## src/rtl/core/assert_macros.svh

```systemverilog
// Assertion macros shared by the RTL of the radix digit converter.
// Synthesis builds see empty bodies; no other dependencies.
`ifndef ASSERT_MACROS_SVH
`define ASSERT_MACROS_SVH

`ifndef SYNTHESIS

`define ASSERT_PROP(lbl, clk, rst_n, prop) \
	lbl: assert property (@(posedge clk) disable iff (!rst_n) prop) \
		else $error("assertion failed");

`define ASSERT_NEVER(lbl, clk, rst_n, cond) \
	lbl: assert property (@(posedge clk) disable iff (!rst_n) !(cond)) \
		else $error("forbidden condition seen");

`else

`define ASSERT_PROP(lbl, clk, rst_n, prop)

`define ASSERT_NEVER(lbl, clk, rst_n, cond)

`endif

`endif

```

## src/rtl/core/i2rd_pkg.sv

```systemverilog
// Types and constants for the radix digit converter.
// No dependencies; imported by every module of the block.
package i2rd_pkg;

	localparam int RADIX_W    = 6;
	localparam int DIGIT_W    = 5;
	localparam int MAX_DIGITS = 32;
	localparam int SYM_SLOTS  = 32;

	localparam logic [7:0] CHAR_NUL   = 8'h00;
	localparam logic [7:0] CHAR_PLUS  = 8'h2B;
	localparam logic [7:0] CHAR_MINUS = 8'h2D;

	typedef logic [SYM_SLOTS-1:0][7:0] sym_tab_t;
	typedef logic [DIGIT_W-1:0] digit_t;

endpackage

```

## src/rtl/core/i2rd_div_step.sv

```systemverilog
// Shared divide step: eight restoring long-division steps per call.
// Depends on i2rd_pkg for the digit and radix widths.
module i2rd_div_step
	import i2rd_pkg::*;
(
	input  logic [DIGIT_W-1:0] rem_in,
	input  logic [7:0]         bits_in,
	input  logic [RADIX_W-1:0] divisor,
	output logic [DIGIT_W-1:0] rem_out,
	output logic [7:0]         quo_out
);

	always_comb begin
		logic [DIGIT_W:0] r;
		r = {1'b0, rem_in};
		quo_out = '0;
		for (int k = 7; k >= 0; k--) begin
			r = {r[DIGIT_W-1:0], bits_in[k]};
			if (r >= divisor) begin
				r = r - divisor;
				quo_out[k] = 1'b1;
			end
		end
		rem_out = r[DIGIT_W-1:0];
	end

endmodule

```

## src/rtl/core/integer_to_radix_digits.sv

```systemverilog
// Top level of the radix digit converter: configuration port, sequencer, output register.
// Depends on i2rd_pkg, i2rd_div_step and assert_macros.svh.
//
// Each item is a signed 32-bit number that comes out as text, one character per output
// item, a leading '-' for negatives and the final character flagged by last. The block
// takes one item at a time. It first checks the digit set, one symbol a cycle (an
// out-of-range radix is rejected in the accepting cycle). It then divides repeatedly by
// the radix through one shared eight-bit divide step, a byte of the magnitude per pass,
// and finally emits one character a cycle while the consumer is ready. An invalid digit
// set produces no output at all.
`include "assert_macros.svh"

module integer_to_radix_digits
	import i2rd_pkg::*;
#(
	parameter int MAX_RADIX = 32
) (
	input  logic               clk,
	input  logic               arst_n,
	input  logic               in_valid,
	output logic               in_ready,
	input  logic signed [31:0] number,
	output logic               out_valid,
	input  logic               out_ready,
	output logic [7:0]         character,
	output logic               last,
	input  logic               psel,
	input  logic               penable,
	input  logic               pwrite,
	input  logic [5:0]         paddr,
	input  logic [63:0]        pwdata,
	output logic [63:0]        prdata,
	output logic               pready
);

	localparam int LIMIT_INT = (MAX_RADIX < SYM_SLOTS) ? MAX_RADIX : SYM_SLOTS;
	localparam logic [RADIX_W-1:0] RADIX_LIMIT = RADIX_W'(LIMIT_INT);

	localparam logic [2:0] REG_RADIX = 3'd0;
	localparam logic [2:0] REG_SYM0  = 3'd1;
	localparam logic [2:0] REG_SYM1  = 3'd2;
	localparam logic [2:0] REG_SYM2  = 3'd3;
	localparam logic [2:0] REG_SYM3  = 3'd4;

	localparam logic [2:0] ST_IDLE  = 3'd0;
	localparam logic [2:0] ST_CHECK = 3'd1;
	localparam logic [2:0] ST_DIV   = 3'd2;
	localparam logic [2:0] ST_SIGN  = 3'd3;
	localparam logic [2:0] ST_EMIT  = 3'd4;

	logic [RADIX_W-1:0] radix_q;
	logic [3:0][63:0]   sym_reg_q;
	sym_tab_t           sym_tab;

	logic [2:0]           state_q;
	logic                 neg_q;
	logic [31:0]          mag_q;
	logic [23:0]          quot_q;
	logic [DIGIT_W-1:0]   rem_q;
	logic [1:0]           byte_cnt_q;
	logic [5:0]           nd_q;
	logic [4:0]           chk_idx_q;
	digit_t               digit_q [MAX_DIGITS];
	logic                 out_valid_q;
	logic [7:0]           char_q;
	logic                 last_q;

	logic [2:0]         reg_idx;
	logic               wr_en;
	logic [31:0]        raw;
	logic [31:0]        raw_mag;
	logic               count_ok;
	logic [7:0]         chk_sym;
	logic               chk_dup;
	logic               chk_bad;
	logic [DIGIT_W-1:0] rem_next;
	logic [7:0]         quo_bits;
	logic [31:0]        quot_full;
	logic               out_free;
	logic               out_load;
	logic [4:0]         emit_idx;

	assign sym_tab = sym_tab_t'(sym_reg_q);
	assign reg_idx = paddr[5:3];
	assign wr_en   = psel && penable && pwrite;
	assign pready  = 1'b1;

	always_ff @(posedge clk or negedge arst_n) begin
		if (!arst_n) begin
			radix_q      <= RADIX_W'(10);
			sym_reg_q[0] <= 64'h3736_3534_3332_3130;
			sym_reg_q[1] <= 64'h0000_0000_0000_3939;
			sym_reg_q[2] <= 64'h0;
			sym_reg_q[3] <= 64'h0;
		end else if (wr_en) begin
			unique case (reg_idx)
				REG_RADIX: radix_q      <= pwdata[RADIX_W-1:0];
				REG_SYM0:  sym_reg_q[0] <= pwdata;
				REG_SYM1:  sym_reg_q[1] <= pwdata;
				REG_SYM2:  sym_reg_q[2] <= pwdata;
				REG_SYM3:  sym_reg_q[3] <= pwdata;
				default:   ;
			endcase
		end
	end

	always_comb begin
		unique case (reg_idx)
			REG_RADIX: prdata = {{(64-RADIX_W){1'b0}}, radix_q};
			REG_SYM0:  prdata = sym_reg_q[0];
			REG_SYM1:  prdata = sym_reg_q[1];
			REG_SYM2:  prdata = sym_reg_q[2];
			REG_SYM3:  prdata = sym_reg_q[3];
			default:   prdata = 64'h0;
		endcase
	end

	assign raw      = number;
	assign raw_mag  = raw[31] ? (~raw + 32'd1) : raw;
	assign count_ok = (radix_q >= RADIX_W'(2)) && (radix_q <= RADIX_LIMIT);

	assign chk_sym = sym_tab[chk_idx_q];

	always_comb begin
		chk_dup = 1'b0;
		for (int j = 0; j < SYM_SLOTS; j++) begin
			if ((5'(j) < chk_idx_q) && (sym_tab[j] == chk_sym)) begin
				chk_dup = 1'b1;
			end
		end
	end

	assign chk_bad = chk_dup || (chk_sym == CHAR_NUL) || (chk_sym == CHAR_PLUS)
		|| (chk_sym == CHAR_MINUS);

	i2rd_div_step u_div_step (
		.rem_in  (rem_q),
		.bits_in (mag_q[31:24]),
		.divisor (radix_q),
		.rem_out (rem_next),
		.quo_out (quo_bits)
	);

	assign quot_full = {quot_q, quo_bits};
	assign out_free  = !out_valid_q || out_ready;
	assign out_load  = out_free && ((state_q == ST_SIGN) || (state_q == ST_EMIT));
	assign emit_idx  = 5'(nd_q - 6'd1);
	assign in_ready  = (state_q == ST_IDLE);

	always_ff @(posedge clk or negedge arst_n) begin
		if (!arst_n) begin
			state_q     <= ST_IDLE;
			neg_q       <= 1'b0;
			nd_q        <= '0;
			chk_idx_q   <= '0;
			byte_cnt_q  <= '0;
			rem_q       <= '0;
			out_valid_q <= 1'b0;
		end else begin
			if (out_valid_q && out_ready && !out_load) begin
				out_valid_q <= 1'b0;
			end
			unique case (state_q)
				ST_IDLE: begin
					if (in_valid) begin
						neg_q      <= raw[31];
						mag_q      <= raw_mag;
						nd_q       <= '0;
						chk_idx_q  <= '0;
						byte_cnt_q <= '0;
						rem_q      <= '0;
						state_q    <= count_ok ? ST_CHECK : ST_IDLE;
					end
				end
				ST_CHECK: begin
					if (chk_bad) begin
						state_q <= ST_IDLE;
					end else if ({1'b0, chk_idx_q} == radix_q - RADIX_W'(1)) begin
						state_q <= ST_DIV;
					end else begin
						chk_idx_q <= chk_idx_q + 5'd1;
					end
				end
				ST_DIV: begin
					byte_cnt_q <= byte_cnt_q + 2'd1;
					if (byte_cnt_q == 2'd3) begin
						digit_q[nd_q[4:0]] <= rem_next;
						nd_q               <= nd_q + 6'd1;
						mag_q              <= quot_full;
						rem_q              <= '0;
						if (quot_full == 32'd0) begin
							state_q <= neg_q ? ST_SIGN : ST_EMIT;
						end
					end else begin
						mag_q  <= {mag_q[23:0], 8'h00};
						quot_q <= {quot_q[15:0], quo_bits};
						rem_q  <= rem_next;
					end
				end
				ST_SIGN: begin
					if (out_free) begin
						out_valid_q <= 1'b1;
						char_q      <= CHAR_MINUS;
						last_q      <= 1'b0;
						state_q     <= ST_EMIT;
					end
				end
				ST_EMIT: begin
					if (out_free) begin
						out_valid_q <= 1'b1;
						char_q      <= sym_tab[digit_q[emit_idx]];
						last_q      <= (nd_q == 6'd1);
						nd_q        <= nd_q - 6'd1;
						if (nd_q == 6'd1) begin
							state_q <= ST_IDLE;
						end
					end
				end
				default: state_q <= ST_IDLE;
			endcase
		end
	end

	assign out_valid = out_valid_q;
	assign character = char_q;
	assign last      = last_q;

	`ASSERT_NEVER(a_digit_count_bound, clk, arst_n, nd_q > 6'(MAX_DIGITS))
	`ASSERT_PROP(a_rem_below_radix, clk, arst_n,
		(state_q == ST_DIV) |-> ({1'b0, rem_q} < radix_q))
	`ASSERT_PROP(a_accept_next, clk, arst_n,
		(in_valid && in_ready) |=> (state_q == ST_CHECK || state_q == ST_IDLE))
	`ASSERT_NEVER(a_emit_has_digit, clk, arst_n, (state_q == ST_EMIT) && (nd_q == 6'd0))

endmodule

```

## config.mk

```make
export PLATFORM = sky130hd
export DESIGN_NAME = integer_to_radix_digits
export DESIGN_NICKNAME = d
export VERILOG_FILES = /design/src/rtl/core/i2rd_pkg.sv /design/src/rtl/core/i2rd_div_step.sv /design/src/rtl/core/integer_to_radix_digits.sv
export VERILOG_INCLUDE_DIRS = /design/src /design/src/rtl/core
export SDC_FILE = /design/constraint.sdc
export NUM_CORES = 1
export LEC_CHECK = 0
export BUFFER_PORTS_ARGS = -buffer_cell sky130_fd_sc_hd__buf_2
export CORE_MARGIN = 3
export CORE_UTILIZATION = 48
export DETAILED_ROUTE_END_ITERATION = 8
export PLACE_DENSITY_LB_ADDON = 0.3
export SKIP_LAST_GASP = 1
export SYNTH_ARGS = -nofsm -noshare
export SYNTH_HDL_FRONTEND = slang
export SYNTH_SLANG_ARGS = --single-unit
```

## constraint.sdc

```tcl
create_clock -name clk -period 17 [get_ports clk]
set_input_delay 2.55 -clock clk [delete_from_list [all_inputs] [get_ports clk]]
set_output_delay 2.55 -clock clk [all_outputs]
set_load 0.01 [all_outputs]
```

======== Word level (Yosys, flattened, before mapping) ========
Memories as Yosys holds them, arrays and structs flattened.
Index checks and enable logic that the tools add are counted.
cells by class
  add/sub/neg operators ................... 14
  magnitude comparators ................... 44
  eq/ne operators ......................... 54
  multiplexer cells ....................... 92
  bitwise logic cells ..................... 2
  reduce and logical (&&, ||, !) cells .... 68
operator list
  operator                                                              count
  64-bit case mux with 5 select lines                                   1
  8-bit == test                                                         32
  32-bit 2-to-1 mux                                                     3
  8-bit binary-select mux with 5-bit select                             2
  5-bit < comparator (first input constant)                             16
  32-bit case mux with 2 select lines                                   1
  5-bit 2-to-1 mux                                                      12
  1-bit 2-to-1 mux                                                      49
  6-bit >= comparator                                                   8
  4-bit by 5-bit < comparator with 1-bit output (first input constant)  8
  5-bit subtractor                                                      8
  1-bit logical AND                                                     39
  32-bit by 1-bit adder with 32-bit output (second input constant)      1
  32-bit zero test                                                      1
  8-bit 2-to-1 mux                                                      4
  32-bit NOT                                                            1
  3-bit 2-to-1 mux                                                      9
  3-bit by 5-bit < comparator with 1-bit output (first input constant)  4
  5-bit case mux with 2 select lines                                    2
  6-bit 2-to-1 mux                                                      3
  6-bit case mux with 3 select lines                                    1
  8-bit by 6-bit == test with 1-bit output (second input constant)      2
  8-bit case mux with 2 select lines                                    1
  3-bit case mux with 5 select lines                                    1
  other kinds (33)                                                      65
storage, ports and cells
  register bits after elaboration ......... 350
  RAM bits ................................ 160
  bits of input ports ..................... 109
  output and inout bits ................... 76
  word-level logic and storage cells ...... 291
  memories ................................ 1
memory list
  memory   depth  width  read ports  clocked after Yosys merged registers in  write ports  line                           text
  digit_q  32     5      1           0                                        1            integer_to_radix_digits.sv:63  digit_t digit_q [MAX_DIGITS];

======== Logic depth before layout (Yosys ltp) ========
Gate-level depths: netlist of run 1.
  depth after elaboration ................. 41
  depth in mapped cells ................... 77
  mapped depth without buffers ............ 73

======== Hierarchy ========
Synthesis of run 1 repeated with hierarchy kept, for this count alone.
unflattened totals
  cells, all modules ...................... 2,814
  area total of the unflattened synthesis .. 32,447.4 sq um
by module, submodules not included
  module                   instances  cells an instance  area an instance (sq um)
  integer_to_radix_digits  1          2,532              30,236.5
  i2rd_div_step            1          282                2,210.9

======== Least setup slack after synthesis of run 1 ========
Ideal clock, no wire load.
  path type ............................... register -> register
  start point ............................. register radix_q[1]
  end point ............................... memory digit_q[0][2] (netlist name) (data pin)
  setup time .............................. 0.384 ns
  data arrival time ....................... 14.052 ns
  data required time ...................... 16.616 ns
  setup slack ............................. 2.564 ns
  cell stages (with the launch flop) ...... 67
  path buffers ............................ 4
  clock period less this slack ............ 14.436 ns
  path through ............................ dfstp_2 -> inv_1 -> fa_1 -> a21o_1 -> a21oi_1 -> nand2_1 -> a21o_1 -> a21oi_1 -> mux2_2 -> ha_1 -> nor2b_1 -> o21ai_0 -> nand2b_1 -> a221o_1 -> a21oi_1 -> nor2_1 -> a21oi_1 -> fa_1 -> [31 not listed] -> nand2b_1 -> clkbuf_1 -> o21ai_0 -> fa_1 -> inv_1 -> a21o_1 -> a21oi_1 -> o21ai_0 -> a21oi_1 -> inv_1 -> mux2_2 -> ha_1 -> and3_1 -> a31oi_1 -> o21ai_0 -> a21oi_1 -> inv_1 -> a21oi_1
on the way
  cells in the longest elaborated chain, start to end .. 16
  elaborated cells between the ends (all ways) .. 24
  those cells by class .................... 8 x add/sub; 8 x order compare; 8 x mux
ends and longest elaborated chain
  item                                                            line                                      text
  start, declared                                                 integer_to_radix_digits.sv:51             logic [RADIX_W-1:0] radix_q;
  start signal, assigned                                          integer_to_radix_digits.sv:97             REG_RADIX: radix_q <= pwdata[RADIX_W-1:0];
  5-bit subtractor / 6-bit >= comparator (equally long branches)  i2rd_div_step.sv:20, i2rd_div_step.sv:19
  5-bit 2-to-1 mux                                                i2rd_div_step.sv:19                       if (r >= divisor) begin
  5-bit subtractor / 6-bit >= comparator (equally long branches)  i2rd_div_step.sv:20, i2rd_div_step.sv:19
  5-bit 2-to-1 mux                                                i2rd_div_step.sv:19
  5-bit subtractor / 6-bit >= comparator (equally long branches)  i2rd_div_step.sv:20, i2rd_div_step.sv:19
  5-bit 2-to-1 mux                                                i2rd_div_step.sv:19
  5-bit subtractor / 6-bit >= comparator (equally long branches)  i2rd_div_step.sv:20, i2rd_div_step.sv:19
  5-bit 2-to-1 mux                                                i2rd_div_step.sv:19
  6-bit >= comparator / 5-bit subtractor (equally long branches)  i2rd_div_step.sv:19, i2rd_div_step.sv:20
  5-bit 2-to-1 mux                                                i2rd_div_step.sv:19
  5-bit subtractor / 6-bit >= comparator (equally long branches)  i2rd_div_step.sv:20, i2rd_div_step.sv:19
  5-bit 2-to-1 mux                                                i2rd_div_step.sv:19
  6-bit >= comparator / 5-bit subtractor (equally long branches)  i2rd_div_step.sv:19, i2rd_div_step.sv:20
  5-bit 2-to-1 mux                                                i2rd_div_step.sv:19
  5-bit subtractor / 6-bit >= comparator (equally long branches)  i2rd_div_step.sv:20, i2rd_div_step.sv:19
  5-bit 2-to-1 mux (*)                                            i2rd_div_step.sv:19
  named net rem_next[2]                                           integer_to_radix_digits.sv:76             logic [DIGIT_W-1:0] rem_next;
  end, declared                                                   integer_to_radix_digits.sv:63
Mark *: on every way through the listed nets, which the timed path passes. The rest lies on a longest branch.

======== Worst setup path after layout of run 1 ========
  start point ............................. register radix_q[1]
  end point ............................... memory digit_q[10][0] (netlist name) (data pin)
on the way
  cells in the longest elaborated chain, start to end .. 16
  elaborated cells between the ends (all ways) .. 23
  those cells by class .................... 7 x add/sub; 8 x order compare; 8 x mux
ends and longest elaborated chain
  item                                                            line
  5-bit subtractor / 6-bit >= comparator (equally long branches)  i2rd_div_step.sv:20, i2rd_div_step.sv:19
  5-bit 2-to-1 mux                                                i2rd_div_step.sv:19
  5-bit subtractor / 6-bit >= comparator (equally long branches)  i2rd_div_step.sv:20, i2rd_div_step.sv:19
  5-bit 2-to-1 mux                                                i2rd_div_step.sv:19
  5-bit subtractor / 6-bit >= comparator (equally long branches)  i2rd_div_step.sv:20, i2rd_div_step.sv:19
  5-bit 2-to-1 mux                                                i2rd_div_step.sv:19
  5-bit subtractor / 6-bit >= comparator (equally long branches)  i2rd_div_step.sv:20, i2rd_div_step.sv:19
  5-bit 2-to-1 mux                                                i2rd_div_step.sv:19
  6-bit >= comparator / 5-bit subtractor (equally long branches)  i2rd_div_step.sv:19, i2rd_div_step.sv:20
  5-bit 2-to-1 mux                                                i2rd_div_step.sv:19
  5-bit subtractor / 6-bit >= comparator (equally long branches)  i2rd_div_step.sv:20, i2rd_div_step.sv:19
  5-bit 2-to-1 mux                                                i2rd_div_step.sv:19
  5-bit subtractor / 6-bit >= comparator (equally long branches)  i2rd_div_step.sv:20, i2rd_div_step.sv:19
  5-bit 2-to-1 mux                                                i2rd_div_step.sv:19
  6-bit >= comparator (*)                                         i2rd_div_step.sv:19
  5-bit 2-to-1 mux (*)                                            i2rd_div_step.sv:19
  named net rem_next[0]                                           integer_to_radix_digits.sv:76
Marked as above.

==> summary.txt, run 1 <==
Global route
  • Largest net degree at the start of global routing: 145
  • Initial antenna violation count: 4
  • Vias in the first global route: 24430
  • Global-route wire length before repair: 160.1 mm
  • GRT Total Usage: 0.3037
  • Grt total ovfl: 0

Synthesis
  • Ys async rst share: 0.5588
  • Post-synth EDFFs: 225
  • Ys Warns: 0
  • Syn Nets: 2989
  • #FFs+latches synth: 510
  • Syn Inst Count: 2814
  • Mapped cell area: 0.03189 sq mm
  • Post-synth top flop: dfrtp_1
  • Sequential share of the synthesized area: 0.4370
  • Netlist cell types: 61
  • Mean Syn Cell Area: 11.33 sq um

Drt
  • Detailed Route Iter0 Violations: 2541
  • Post-route ant nets: 0
  • Wire length per cell: 28.63 um
  • Routed WL: 108.8 mm
  • Drc violations: 0
  • Vias/cell: 6.501
  • Vias: 24710
  • First-pass DRT Iterations: 5

Floorplan
  • Row count: 93
  • Die height: 263.7 um
  • Io pins: 185
  • Die area: 0.06956 sq mm
  • Starting Density: 0.4902
  • Core ar.: 0.06505 sq mm
  • Die width: 263.7 um

Critical path
  • Most common cell on crit path: a21oi_1
  • Crit path arrival time: 15.68 ns
  • WS Path Type: register to register
  • CP Max Fanout: 18
  • Worst path max stage delay: 0.87 ns
  • CP Launch Type: register
  • R2R Setup Slk: 1.79 ns
  • Critical Path Slowest Stage Cell: mux2i_2
  • CP Capture Type: register
  • CP required: 17.47 ns

Status
  • Run status: complete, no violations

CTS
  • Setup bufs post-CTS: 0
  • Cts bufs inserted: 52
  • Clock sink count: 510
  • Max H-tree Level: 2
  • Worst-Skew Late Latency: 0.64 ns
  • Cts repair resizes: 0
  • CTS root buf: clkbuf_16
  • Clock Path Buffers: 3
  • Reg clk slew, reported paths: 0.06 ns
  • CTS tree: built
  • Post-cts hold buffer count: 0

Timing
  • Worst Skew: 0.04187 ns
  • Setup total negative slack: 0 ns
  • Unrepaired setup endpoints after global routing: false
  • Hold_ws: 0.4885 ns
  • Relative slew margins: 0.1766
  • Final Critical Period: 15.21 ns
  • Final Hold Viols: 0
  • Setup-failing EPs final: 0
  • Max-slew violation count: 0
  • Worst-margin pin slew: 1.235 ns
  • Final WS setup: 1.790 ns
  • Fmax: 65.75 MHz
  • Period utilization: 0.8947

Place
  • Gp weighted congestion: 0.9995
  • # port buffers: 180
  • Dpl ws: 1.567 ns
  • HPWL Detailed: 76.76 mm

Layout
  • Share of cells above drive strength 1: 0.2545
  • Most common cell after layout, fill and taps aside: mux2_2
  • Syn-to-layout area delta: 11.19%
  • # nets final: 3074
  • Most frequent cells in the layout: 305 x mux2_2, 245 x dfrtp_1, 238 x mux2i_1

Flow run
  • Max-cap check violation count: 0

Hold path
  • HP Class: register to register
worst max-delay path: cells and delay by family, from the launching register on:
family | cells | cell delay, ns
compound gates | 35 | 6.89
fa+ha+maj | 8 | 2.88
buf+inv | 9 | 1.38
flops | 1 | 0.53
mux | 3 | 1.55
simple gates | 11 | 1.80
cell families (layout without fill, tap and decap cells):
kind of cell / after synthesis / after routing / share of synthesized area
compound gates: 565 / 565 / 0.1136
xor+xnor: 308 / 308 / 0.08460
fa+ha+maj: 66 / 66 / 0.02778
buf+inv: 256 / 385 / 0.03649
flops: 510 / 510 / 0.4370
mux: 607 / 607 / 0.2232
other cells: 1 / 3 / 0.0001176
simple gates: 501 / 501 / 0.07718
Yosys cell counts (7+ instances only):
library cell / instances / area (sq um)
a22oi_1: 117 / 878.3
o21ai_1: 22 / 110.1
nor4_1: 65 / 406.6
a31oi_1: 9 / 56.30
nor3_1: 16 / 80.08
nand4_1: 28 / 175.2
or3_1: 7 / 43.79
mux2i_1: 242 / 2422
nand3_1: 42 / 210.2
ha_1: 58 / 725.7
dfstp_2: 38 / 998.5
o211ai_1: 30 / 225.2
nand2_1: 153 / 574.3
clkbuf_1: 108 / 405.4
mux2_2: 305 / 3435
inv_1: 53 / 198.9
o22ai_1: 76 / 475.5
or4_1: 8 / 60.06
a21o_1: 16 / 120.1
edfxtp_1: 225 / 6756
o21ai_0: 98 / 490.5
buf_2: 60 / 300.3
o31ai_1: 13 / 97.59
dfrtp_1: 247 / 6181
a21oi_1: 102 / 510.5
buf_4: 22 / 165.2
xor2_1: 226 / 1979
xnor2_1: 82 / 718.2
fa_1: 8 / 160.2
nand2b_1: 14 / 87.58
nor2b_1: 43 / 269.0
mux2_1: 8 / 90.09
mux4_2: 50 / 1126
buf_1: 7 / 26.28
a211oi_1: 57 / 427.9
nor2_1: 99 / 371.6
registers in the layout, summed over array words and instances (netlist names):
signal and count:
neg_q 1, quot_q 24, radix_q 6, state_q 3, last 1, mag_q 32, chk_idx_q 5, out_valid 1
nd_q 6, sym_reg_q 256, byte_cnt_q 2, rem_q 5, character 8, digit_q 160
area by class of cell:
type	count	area, sq um
Clock inverter	36	598.1
Fill cell	5567	29590
Antenna cell	2	5.005
Inverter	53	198.9
Clock buffer	62	1399
Timing Repair Buffer	234	1341
Multi-Input combinational cell	2048	16900
Sequential cell	510	13940
Tap cell	855	1070
metrics by stage:
step	utilization	cell area, sq um	instances
2_1_floorplan	-	31890	2814
3_3_place_gp	0.5142	33450	3700
3_5_place_dp	0.5142	33450	3700
4_1_cts	0.5449	35450	3798
5_1_grt	0.5450	35450	3798
6_report	0.5451	35460	3800
path summary, 6_finish.rpt:
| path | from | endpoint | cells past startpoint |
|---|---|---|---|
| setup reg to reg | radix_q[1] | digit_q[10][0] | 66 |
| max in group asynchronous | arst_n | sym_reg_q[48] | 4 |
| hold / removal | quot_q[13] | quot_q[21] | 0 |
| hold reg to reg | quot_q[13] | quot_q[21] | 0 |
| setup / recovery | radix_q[1] | digit_q[10][0] | 66 |
| min in group asynchronous | arst_n | sym_reg_q[14] | 1 |
layer usage:
metal	vias up	track usage	part of all wire
met5	-	0	0.00012
met4	2	0.1451	0.056
met3	290	0.04061	0.073
met2	1248	0.5005	0.48
met1	12460	0.3979	0.40
li1	10700	-	-
Power of run 1 is left out: the tool's default activity adds up to more than one toggle a clock period on the data nets, which glitch-free logic cannot reach.
==> run 2, diff against run 1 <==
--- a/config.mk
+++ b/config.mk
@@ -6,10 +6,10 @@
 export SDC_FILE = /design/constraint.sdc
 export NUM_CORES = 1
 export LEC_CHECK = 0
-export BUFFER_PORTS_ARGS = -buffer_cell sky130_fd_sc_hd__buf_2
 export CORE_MARGIN = 3
 export CORE_UTILIZATION = 48
 export DETAILED_ROUTE_END_ITERATION = 8
+export DONT_BUFFER_PORTS = 1
 export PLACE_DENSITY_LB_ADDON = 0.3
 export SKIP_LAST_GASP = 1
 export SYNTH_ARGS = -nofsm -noshare
==> run 2 against run 1 <==
Net effect:
- clock-buffer cell count up 1
- critical path depth down 2
- die area stayed put
==> summary.txt, run 2 (synthesis results as in run 1) <==
Status
  • Run status: complete, no violations (unchanged)

Timing
  • Fmax: 64.24 MHz (was 65.75 MHz)
  • Setup total negative slack: 0 ns (unchanged)
  • Setup-failing EPs final: 0 (unchanged)
  • Final Critical Period: 15.57 ns (was 15.21 ns)
  • Relative slew margins: 0.1846 (was 0.1766)
  • Worst Skew: 0.04876 ns (was 0.04187 ns)
  • Max-slew violation count: 0 (unchanged)
  • Period utilization: 0.9157 (was 0.8947)
  • Final Hold Viols: 0 (unchanged)
  • Worst-margin pin slew: 1.220 ns (was 1.235 ns)
  • Final WS setup: 1.433 ns (was 1.790 ns)

Global route
  • Initial antenna violation count: 1 (was 4)
  • Global-route wire length before repair: 160.6 mm (was 160.1 mm)
  • GRT Total Usage: 0.3060 (was 0.3037)
  • Grt total ovfl: 0 (unchanged)
  • Vias in the first global route: 23800 (was 24430)
  • Largest net degree at the start of global routing: 290 (was 145)

Layout
  • Most common cell after layout, fill and taps aside: mux2_2 (unchanged)
  • Largest Register: sym_reg_q (unchanged)
  • Finished Cell Area: 0.03435 sq mm (was 0.03546 sq mm)
  • Fillers: 5650 (was 5567)
  • # nets final: 2894 (was 3074)
  • Max reg flops: 256 (unchanged)
  • Syn-to-layout area delta: 7.726% (was 11.19%)
  • Most frequent cells in the layout: 305 x mux2_2, 245 x dfrtp_1, 238 x mux2i_1 (unchanged)
  • Share of cells above drive strength 1: 0.2035 (was 0.2545)
  • Post-Route Utilization: 0.5281 (was 0.5451)

Floorplan
  • Io pins: 185 (unchanged)
  • Core ar.: 0.06505 sq mm (unchanged)
  • Starting Density: 0.4902 (unchanged)
  • Die height: 263.7 um (unchanged)
  • Row count: 93 (unchanged)
  • Die area: 0.06956 sq mm (unchanged)
  • Die width: 263.7 um (unchanged)

Critical path
  • WS Path Type: register to register (unchanged)
  • CP required: 17.49 ns (was 17.47 ns)
  • Most common cell on crit path: a21oi_1 (unchanged)
  • CP Capture Type: register (unchanged)
  • Critical Path Slowest Stage Cell: dfstp_2 (was mux2i_2)
  • Worst path max stage delay: 0.83 ns (was 0.87 ns)
  • CP Launch Type: register (unchanged)
  • CP Max Fanout: 15 (was 18)
  • Crit path arrival time: 16.06 ns (was 15.68 ns)

Place
  • Gp weighted congestion: 1.003 (was 0.9995)
  • Dpl ws: 1.323 ns (was 1.567 ns)
  • Dpl cell area: 0.03253 sq mm (was 0.03345 sq mm)
  • # port buffers: 0 (was 180)
  • HPWL Detailed: 75.72 mm (was 76.76 mm)

Drt
  • Post-route ant nets: 0 (unchanged)
  • Detailed Route Iter0 Violations: 2871 (was 2541)
  • Routed WL: 108.7 mm (was 108.8 mm)
  • Wire length per cell: 30.04 um (was 28.63 um)
  • First-pass DRT Iterations: 6 (was 5)
  • Drc violations: 0 (unchanged)
  • Vias: 23890 (was 24710)
  • Vias/cell: 6.604 (was 6.501)

CTS
  • Clock sink count: 510 (unchanged)
  • CTS root buf: clkbuf_16 (unchanged)
  • Clock Path Buffers: 3 (unchanged)
  • Post-cts hold buffer count: 0 (unchanged)
  • Worst-Skew Late Latency: 0.65 ns (was 0.64 ns)
  • Reg clk slew, reported paths: 0.06 ns (about the same)
  • Max H-tree Level: 2 (unchanged)
  • CTS tree: built (unchanged)
  • Cts bufs inserted: 52 (unchanged)

Hold path
  • HP Class: register to register (unchanged)

Flow run
  • Max-cap check violation count: 0 (unchanged)
## run 2: cell types whose count changed in the layout (fill, tap and decap cells not counted), moves of 2 or more
cell,previous run,this run
buf_2,179,0
clkinv_1,1,5
clkinvlp_4,3,5
bufinv_16,13,6
## run 2: path summary, 6_finish.rpt
| path | start | slack, ns | cells after the start | end |
|---|---|---|---|---|
| max | radix_q[1] | 1.43 | 64 | digit_q[7][0] |
| min | quot_q[11] | 0.49 | 0 | quot_q[19] |
| max reg2reg | radix_q[1] | 1.43 | 64 | digit_q[7][0] |
| min reg2reg | quot_q[11] | 0.49 | 0 | quot_q[19] |
| max in group asynchronous | arst_n | 14.71 | 0 | sym_reg_q[165] |
| min in group asynchronous | arst_n | 1.64 | 0 | sym_reg_q[152] |
## run 2: critical path: cells and delay by family (launching register included)
| family | cells | cell delay (ns) |
|---|---|---|
| AND/OR/NAND/NOR | 10 | 1.81 |
| flip-flops | 1 | 0.83 |
| multiplexers | 5 | 2.13 |
| buffers and inverters | 8 | 1.64 |
| adder cells (fa/ha/maj) | 8 | 2.91 |
| AO/OA/AOI/OAI | 33 | 6.06 |
## run 2: per-stage QoR
step / hold slack, ns / std cells
after floorplan: 0.4501 / 2814
after global routing: 0.4950 / 3616
after CTS: 0.4898 / 3616
after global placement: 0.4654 / 3520
after detailed placement: 0.4726 / 3520
final: 0.4857 / 3617
## run 2: what timing repair did
item | CTS | global route
setup endpoints to repair | 0 | 23
setup buffers | 0 | 0
resized for setup | 0 | 2
## run 2: layout make-up
type	count	area, sq um	area share
Multi-Input combinational cell	2048	16900	0.4921
Sequential cell	510	13940	0.4058
Clock buffer	63	1403	0.04083
Tap cell	855	1070	0.03114
Timing Repair Buffer	54	417.9	0.01217
Clock inverter	33	415.4	0.01209
Inverter	53	198.9	0.005791
Antenna cell	1	2.502	0.00007285
## run 2: routing by layer
layer  vias to the layer above  share of wire  GRT usage
met5                         -              0          0
met2                      1190           0.46     0.4920
met4                         0          0.064     0.1639
li1                      10350              -          -
met1                     12030           0.39     0.3958
met3                       319          0.078    0.05365
Power of run 2 is left out for the same reason.
